==> config.mk <==
export PLATFORM = sky130hd
export DESIGN_NAME = msb_first_bit_packer_flat
export DESIGN_NICKNAME = d
export VERILOG_FILES = /design/src/rtl/bmp_pkg.sv /design/src/rtl/bmp_code_if.sv /design/src/rtl/bmp_byte_if.sv /design/src/rtl/msb_first_bit_packer.sv /design/src/rtl/bmp_front.sv /design/src/rtl/bmp_queue.sv /design/src/rtl/bmp_back.sv /design/src/flat_wrapper.sv
export SDC_FILE = /design/constraint.sdc
export NUM_CORES = 1
export LEC_CHECK = 0
export ABC_AREA = 1
export BUFFER_PORTS_ARGS = -buffer_cell sky130_fd_sc_hd__clkbuf_2
export CORE_AREA = 2 2 124 126
export CTS_CLUSTER_SIZE = 25
export DETAILED_ROUTE_END_ITERATION = 16
export DIE_AREA = 0 0 126 128
export PLACE_DENSITY_LB_ADDON = 0.12
export SLEW_MARGIN = 0
export SYNTH_ARGS = -nofsm -noshare
export SYNTH_HDL_FRONTEND = slang
export SYNTH_SLANG_ARGS = --single-unit
==> constraint.sdc <==
create_clock -name clk -period 2.98 [get_ports clk]
set_clock_uncertainty 0.1 [all_clocks]
set_input_delay 0.298 -clock clk [delete_from_list [all_inputs] [get_ports clk]]
set_output_delay 0.298 -clock clk [all_outputs]
set_load 0.02 [all_outputs]
==> src/rtl/bmp_pkg.sv <==
// Shared types and constants for the MSB-first bit packer.
// No dependencies; every other file of the block imports this package.
`timescale 1ns / 1ps
`default_nettype none

package bmp_pkg;

	localparam int VALUE_W = 25;
	localparam int LEN_W   = 5;
	localparam int ACC_W   = 32;
	localparam int CNT_W   = 6;
	localparam int BYTE_W  = 8;

	localparam int QUEUE_DEPTH = 2;
	localparam int QPTR_W      = $clog2(QUEUE_DEPTH);
	localparam int QCNT_W      = $clog2(QUEUE_DEPTH + 1);

	localparam logic OP_APPEND = 1'b0;
	localparam logic OP_FLUSH  = 1'b1;

	typedef struct packed {
		logic               flush;
		logic [ACC_W-1:0]   code;
		logic [LEN_W-1:0]   len;
	} cmd_t;

endpackage

`default_nettype wire

==> src/rtl/bmp_code_if.sv <==
// Input channel of the bit packer: one append or flush request per transfer.
// Depends on bmp_pkg for field widths.
`timescale 1ns / 1ps
`default_nettype none

interface bmp_code_if;
	import bmp_pkg::*;

	logic               valid;
	logic               ready;
	logic               operation;
	logic [VALUE_W-1:0] code_value;
	logic [LEN_W-1:0]   code_length;

	modport source (output valid, output operation, output code_value,
		output code_length, input ready);
	modport sink (input valid, input operation, input code_value,
		input code_length, output ready);
endinterface

`default_nettype wire

==> src/rtl/bmp_byte_if.sv <==
// Output channel of the bit packer: one packed byte per transfer.
// Depends on bmp_pkg for field widths.
`timescale 1ns / 1ps
`default_nettype none

interface bmp_byte_if;
	import bmp_pkg::*;

	logic              valid;
	logic              ready;
	logic [BYTE_W-1:0] out_byte;
	logic              last_byte;

	modport source (output valid, output out_byte, output last_byte, input ready);
	modport sink (input valid, input out_byte, input last_byte, output ready);
endinterface

`default_nettype wire

==> src/rtl/msb_first_bit_packer.sv <==
// Top level of the MSB-first variable-length bit packer.
// Depends on bmp_pkg, bmp_code_if, bmp_byte_if, bmp_front, bmp_queue, bmp_back.
`timescale 1ns / 1ps
`default_nettype none

// Packs codes of 1 to MAX_CODE_BITS bits, earliest bit first, into bytes.
// An append transfer on code_ch adds code_length bits (longer lengths are
// clamped to MAX_CODE_BITS, value bits above the length are ignored) and
// produces every byte it completes, zero to four. A flush transfer sends the
// pending partial byte, zero-padded at the low end, if any bits are pending,
// and clears the packer. The final byte caused by a request has last_byte set;
// a request that completes no byte produces nothing. Timing: the front end
// takes a request every cycle while its two-entry queue has room; the back
// end loads a request into the accumulator and then emits its bytes one per
// cycle while byte_ch does not stall, and it takes the next request only
// once it has formed every byte of the last one. Zero-length appends are
// dropped at the front end and never reach the back end. The output register
// lets the back end load a request while a byte waits on byte_ch.

module msb_first_bit_packer #(
	parameter int MAX_CODE_BITS = 25
) (
	input  wire logic  clk,
	input  wire logic  arst_n,
	bmp_code_if.sink   code_ch,
	bmp_byte_if.source byte_ch
);
	import bmp_pkg::*;

	cmd_t front_cmd;
	cmd_t queue_cmd;
	logic push;
	logic pop;
	logic full;
	logic empty;

	// Front: classify and left-align each request
	bmp_front #(
		.MAX_CODE_BITS(MAX_CODE_BITS)
	) u_front (
		.code_ch (code_ch),
		.full    (full),
		.push    (push),
		.cmd     (front_cmd)
	);

	// Decouples request intake from byte draining
	bmp_queue u_queue (
		.clk    (clk),
		.arst_n (arst_n),
		.push   (push),
		.wr_cmd (front_cmd),
		.pop    (pop),
		.rd_cmd (queue_cmd),
		.full   (full),
		.empty  (empty)
	);

	// Back: accumulator update and byte output
	bmp_back u_back (
		.clk     (clk),
		.arst_n  (arst_n),
		.cmd     (queue_cmd),
		.empty   (empty),
		.pop     (pop),
		.byte_ch (byte_ch)
	);

endmodule

`default_nettype wire

==> src/rtl/bmp_front.sv <==
// Front end: accepts requests, saturates the length and left-aligns the code.
// Depends on bmp_pkg and bmp_code_if.
`timescale 1ns / 1ps
`default_nettype none

module bmp_front #(
	parameter int MAX_CODE_BITS = 25
) (
	bmp_code_if.sink          code_ch,
	input  wire logic         full,
	output logic              push,
	output bmp_pkg::cmd_t     cmd
);
	import bmp_pkg::*;

	logic [LEN_W-1:0] len_sat;
	logic [CNT_W-1:0] shamt;

	always_comb begin
		if (code_ch.code_length > LEN_W'(MAX_CODE_BITS)) begin
			len_sat = LEN_W'(MAX_CODE_BITS);
		end else begin
			len_sat = code_ch.code_length;
		end
	end

	// Shifting into the top of a 32-bit word drops the value bits above the length.
	assign shamt     = CNT_W'(ACC_W) - CNT_W'(len_sat);
	assign cmd.flush = (code_ch.operation == OP_FLUSH);
	assign cmd.len   = len_sat;
	assign cmd.code  = {{(ACC_W-VALUE_W){1'b0}}, code_ch.code_value} << shamt;

	assign code_ch.ready = !full;

	// Zero-length appends are consumed here and never reach the back end.
	assign push = code_ch.valid && !full
		&& ((code_ch.operation == OP_FLUSH) || (code_ch.code_length != '0));

endmodule

`default_nettype wire

==> src/rtl/bmp_queue.sv <==
// Short command queue between the front and back ends.
// Depends on bmp_pkg.
`timescale 1ns / 1ps
`default_nettype none

module bmp_queue (
	input  wire logic          clk,
	input  wire logic          arst_n,
	input  wire logic          push,
	input  wire bmp_pkg::cmd_t wr_cmd,
	input  wire logic          pop,
	output bmp_pkg::cmd_t      rd_cmd,
	output logic               full,
	output logic               empty
);
	import bmp_pkg::*;

	cmd_t              mem_q [QUEUE_DEPTH];
	logic [QPTR_W-1:0] wr_ptr_q;
	logic [QPTR_W-1:0] rd_ptr_q;
	logic [QCNT_W-1:0] count_q;

	assign full   = (count_q == QCNT_W'(QUEUE_DEPTH));
	assign empty  = (count_q == '0);
	assign rd_cmd = mem_q[rd_ptr_q];

	always_ff @(posedge clk) begin
		if (push) begin
			mem_q[wr_ptr_q] <= wr_cmd;
		end
	end

	always_ff @(posedge clk or negedge arst_n) begin
		if (!arst_n) begin
			wr_ptr_q <= '0;
			rd_ptr_q <= '0;
			count_q  <= '0;
		end else begin
			if (push) begin
				wr_ptr_q <= (wr_ptr_q == QPTR_W'(QUEUE_DEPTH - 1)) ? '0 : wr_ptr_q + 1'b1;
			end
			if (pop) begin
				rd_ptr_q <= (rd_ptr_q == QPTR_W'(QUEUE_DEPTH - 1)) ? '0 : rd_ptr_q + 1'b1;
			end
			if (push && !pop) begin
				count_q <= count_q + 1'b1;
			end else if (pop && !push) begin
				count_q <= count_q - 1'b1;
			end
		end
	end

endmodule

`default_nettype wire

==> src/rtl/bmp_back.sv <==
// Back end: owns the bit accumulator and drains complete bytes one per cycle while byte_ch does not stall.
// Depends on bmp_pkg and bmp_byte_if.
`timescale 1ns / 1ps
`default_nettype none

module bmp_back (
	input  wire logic          clk,
	input  wire logic          arst_n,
	input  wire bmp_pkg::cmd_t cmd,
	input  wire logic          empty,
	output logic               pop,
	bmp_byte_if.source         byte_ch
);
	import bmp_pkg::*;

	logic [ACC_W-1:0]  acc_q;
	logic [CNT_W-1:0]  cnt_q;    // bits held; below 8 whenever idle
	logic              busy_q;
	logic              out_valid_q;
	logic [BYTE_W-1:0] out_byte_q;
	logic              last_q;

	logic [ACC_W-1:0]  acc_next;
	logic [CNT_W-1:0]  cnt_next;
	logic              emit;

	assign pop  = !busy_q && !empty;
	assign emit = busy_q && (!out_valid_q || byte_ch.ready);

	// Flush reuses the drain path: one byte if anything is pending, else nothing.
	always_comb begin
		if (cmd.flush) begin
			acc_next = acc_q;
			cnt_next = (cnt_q != '0) ? CNT_W'(BYTE_W) : '0;
		end else begin
			acc_next = acc_q | (cmd.code >> cnt_q[2:0]);
			cnt_next = cnt_q + CNT_W'(cmd.len);
		end
	end

	always_ff @(posedge clk or negedge arst_n) begin
		if (!arst_n) begin
			acc_q       <= '0;
			cnt_q       <= '0;
			busy_q      <= 1'b0;
			out_valid_q <= 1'b0;
		end else begin
			if (pop) begin
				acc_q  <= acc_next;
				cnt_q  <= cnt_next;
				busy_q <= (cnt_next >= CNT_W'(BYTE_W));
			end else if (emit) begin
				acc_q  <= acc_q << BYTE_W;
				cnt_q  <= cnt_q - CNT_W'(BYTE_W);
				busy_q <= (cnt_q >= CNT_W'(2 * BYTE_W));
			end
			if (emit) begin
				out_valid_q <= 1'b1;
			end else if (byte_ch.ready) begin
				out_valid_q <= 1'b0;
			end
		end
	end

	always_ff @(posedge clk) begin
		if (emit) begin
			out_byte_q <= acc_q[ACC_W-1 -: BYTE_W];
			last_q     <= (cnt_q < CNT_W'(2 * BYTE_W));
		end
	end

	assign byte_ch.valid     = out_valid_q;
	assign byte_ch.out_byte  = out_byte_q;
	assign byte_ch.last_byte = last_q;

endmodule

`default_nettype wire

==> src/flat_wrapper.sv <==
// flat-port wrapper written by rule: the top's interface ports become plain ports
module msb_first_bit_packer_flat import bmp_pkg::*;
#(
	parameter int MAX_CODE_BITS = 25
)
  (clk, arst_n, code_ch_valid, code_ch_operation, code_ch_code_value, code_ch_code_length, code_ch_ready, byte_ch_valid, byte_ch_out_byte, byte_ch_last_byte, byte_ch_ready);
  bmp_code_if code_ch_i ();
  bmp_byte_if byte_ch_i ();
  input  wire logic clk;
  input  wire logic arst_n;
  input wire logic [$bits(code_ch_i.valid)-1:0] code_ch_valid;
  input wire logic [$bits(code_ch_i.operation)-1:0] code_ch_operation;
  input wire logic [$bits(code_ch_i.code_value)-1:0] code_ch_code_value;
  input wire logic [$bits(code_ch_i.code_length)-1:0] code_ch_code_length;
  output wire logic [$bits(code_ch_i.ready)-1:0] code_ch_ready;
  output wire logic [$bits(byte_ch_i.valid)-1:0] byte_ch_valid;
  output wire logic [$bits(byte_ch_i.out_byte)-1:0] byte_ch_out_byte;
  output wire logic [$bits(byte_ch_i.last_byte)-1:0] byte_ch_last_byte;
  input wire logic [$bits(byte_ch_i.ready)-1:0] byte_ch_ready;
  assign code_ch_i.valid = code_ch_valid;
  assign code_ch_i.operation = code_ch_operation;
  assign code_ch_i.code_value = code_ch_code_value;
  assign code_ch_i.code_length = code_ch_code_length;
  assign code_ch_ready = code_ch_i.ready;
  assign byte_ch_valid = byte_ch_i.valid;
  assign byte_ch_out_byte = byte_ch_i.out_byte;
  assign byte_ch_last_byte = byte_ch_i.last_byte;
  assign byte_ch_i.ready = byte_ch_ready;
  msb_first_bit_packer #(.MAX_CODE_BITS(MAX_CODE_BITS)) u_core (.clk(clk), .arst_n(arst_n), .code_ch(code_ch_i), .byte_ch(byte_ch_i));
endmodule
==> flow_summary.json <==
{
  "status": "complete, no violations",
  "gp_congestion": 1.00,
  "synth_seq_cells": 129,
  "worstPathRequired_ns": 3.25,
  "die_w_um": 126,
  "layout_common_cells": "300 x nand2_1, 291 x nand3_1, 85 x edfxtp_1",
  "maxCapViolCount": 0,
  "post_cts_buffers": 0,
  "mostFrequentLayoutCell": "nand2_1",
  "grt_pass1_vias": 7413,
  "period_share_pct": 80.3,
  "grt_max_degree": 40,
  "setup_viol": 0,
  "clockBufferDepth": 2,
  "start_util_pct": 55.1,
  "synth_cell_types": 40,
  "critPathLaunchType": "register",
  "via_per_inst": 5.75,
  "ant_nets": 0,
  "first_pass_iters": 5,
  "grt_pass1_wl_um": 38000,
  "cts-root-buf": "clkbuf_16",
  "area_delta_synth_final_pct": 12.8,
  "powerDensity_nw_per_um2": 1000,
  "syn_inst": 1089,
  "crit_top_cell": "nand2_1",
  "final_nets": 1167,
  "worst_slew_pin_slew_ns": 1.11,
  "hold_violations": 0,
  "drc_errors": 0,
  "hp-class": "primary input to register",
  "dpl.hpwl_um": 17300,
  "path_class": "register to register",
  "fmax_mhz": 418,
  "layout-drive-gt1-share_pct": 13.2,
  "crit_arrival_ns": 2.66,
  "antenna_found_initial": 0,
  "syn_avg_cell_area_um2": 7.52,
  "wl_um": 23300,
  "core-area_um2": 14900,
  "power.total_mw": 9.26,
  "clkLatencyLatePin_ns": 0.43,
  "crit_family": "simple AND/OR/NAND/NOR gates",
  "num_vias": 7608,
  "cts_buffers": 17,
  "fin_tns_setup_ns": 0,
  "overflow": 0,
  "seq_area_frac_synth_pct": 44.6,
  "ys.warnings.count": 0,
  "wl_per_cell_um": 17.6,
  "slowest_stage": "nand2_1",
  "slew_violations": 0,
  "syn-cell-area_um2": 8190,
  "critical_path_buf_inv_count": 3,
  "peakVddDrop_mv": 0.477,
  "cts.repair.resized": 0,
  "die-area_um2": 16100,
  "slew_headroom_pct": 26.1,
  "cts.clk_slew.worst_paths_ns": 0.06,
  "port_buffers": 45,
  "crit_chain": "inv_1 -> buf_4 -> o21ai_2 -> nand2_1 -> nand2_1 -> buf_4 -> nand2_1 -> nand2_1",
  "htree_levels": 4,
  "ios": 46,
  "rsz0062_at_grt": "false",
  "cp-end-kind": "register",
  "grt_usage_pct": 30.2,
  "worstPathMaxFanout": 18,
  "drtIter0Drc": 728,
  "antenna_cells": 0,
  "die_h_um": 128,
  "tritoncts": "built",
  "rows": 45,
  "leakage_nw": 4.35,
  "slowest_delay_ns": 0.52,
  "period_needed_ns": 2.39,
  "cts_sinks": 129
}
[synthesized netlist by cell type (all sizes together)]
cell type / n / area share [%]
conb: 1 / 0.046
a21oi: 31 / 1.9
nand4: 1 / 0.076
xor2: 5 / 0.53
o22ai: 1 / 0.076
o21a: 1 / 0.092
nand3b: 1 / 0.092
or2: 18 / 1.4
a21o: 1 / 0.092
dfrtp: 44 / 13
o21ai: 34 / 2.1
edfxtp: 85 / 31
nor2: 61 / 2.9
o211ai: 29 / 2.7
a21boi: 2 / 0.18
xnor2: 2 / 0.21
fa: 1 / 0.24
and2: 1 / 0.076
clkinv: 1 / 0.046
o221ai: 1 / 0.11
buf: 40 / 2.8
nand2: 309 / 15
nor3: 4 / 0.38
clkbuf: 26 / 1.2
ha: 8 / 1.2
nand3: 296 / 18
inv: 85 / 3.9
[cell families (layout without fill, tap and decap cells)]
kind of cell | after synthesis | in the layout | share of synthesized area (%)
compound gates | 100 | 100 | 7.22
xor+xnor | 7 | 7 | 0.748
fa+ha+maj | 9 | 9 | 1.47
buf+inv | 152 | 198 | 7.90
flops | 129 | 129 | 44.6
other cells | 1 | 2 | 0.0458
simple gates | 691 | 691 | 38.0
[worst register-to-register path, cell delays in order, from the launching register on]
cell     delay [ns]
dfrtp_1        0.39
inv_1          0.18
buf_4          0.21
o21ai_2        0.34
nand2_1        0.18
nand2_1        0.52
buf_4          0.27
nand2_1        0.09
nand2_1        0.06
[final timing paths]
kind | slack [ns] | end | depth (start not counted) | start
worst max-delay path | 0.59 | u_core.u_back.acc_q[20] | 8 | u_core.u_queue.rd_ptr_q
worst min-delay path | 0.11 | u_core.u_queue.mem_q[0][4] | 1 | code_ch_code_length[4]
worst max register to register | 0.59 | u_core.u_back.acc_q[20] | 8 | u_core.u_queue.rd_ptr_q
worst min register to register | 0.35 | u_core.u_back.byte_ch.out_byte[0] | 0 | u_core.u_back.acc_q[24]
max in group asynchronous | 1.76 | u_core.u_back.byte_ch.valid | 3 | arst_n
min in group asynchronous | 0.40 | u_core.u_back.acc_q[20] | 2 | arst_n
[metal layers]
metal / wire (µm) / share of wire (%) / GRT usage, % / up-vias
met5: 0 / 0 / 0 / -
met4: 906 / 3.9 / 13.6 / 0
met3: 1190 / 5.1 / 5.09 / 57
met2: 11600 / 50 / 51.5 / 267
met1: 9650 / 41 / 37.8 / 3539
li1: - / - / - / 3745
[registers in the layout (all words and copies together), names as in the netlist]
signal / flops
u_core.u_queue.mem_q: 76
u_core.u_back.acc_q: 32
u_core.u_back.byte_ch.out_byte: 8
u_core.u_back.cnt_q: 6
u_core.u_queue.count_q: 2
u_core.u_back.busy_q: 1
u_core.u_back.byte_ch.last_byte: 1
u_core.u_back.byte_ch.valid: 1
u_core.u_queue.rd_ptr_q: 1
u_core.u_queue.wr_ptr_q: 1
[power by group]
group / internal, mW / switching, mW / total (mW)
clock network: 1.35 / 0.827 / 2.18
logic: 1.35 / 2.88 / 4.23
registers: 2.61 / 0.245 / 2.85
[layout make-up]
cell class / instances / area, µm²
Inverter: 86 / 323
Timing Repair Buffer: 80 / 495
Multi-Input combinational cell: 809 / 3910
Clock inverter: 12 / 144
Sequential cell: 129 / 3650
Tap cell: 188 / 235
Clock buffer: 20 / 479
Fill cell: 1375 / 5620
[metrics by stage]
step | utilization, % | hold WS (ns) | cells | area [µm²] | setup slack [ns]
final | 62.2 | 0.107 | 1324 | 9240 | 0.586
after global routing | 62.2 | 0.107 | 1324 | 9240 | 0.402
after CTS | 62.2 | 0.100 | 1324 | 9240 | 0.536
after detailed placement | 57.8 | 0.321 | 1289 | 8590 | 0.381
after global placement | 57.8 | 0.318 | 1289 | 8590 | 0.381
after floorplan | - | -0.0976 | 1090 | 8200 | 0.0235
[repair_timing]
item	CTS	global route
hold buffers	3	0
endpoints found under the setup margin	0	0
hold endpoints to repair	32	0
(Power assumes the default switching activity.)
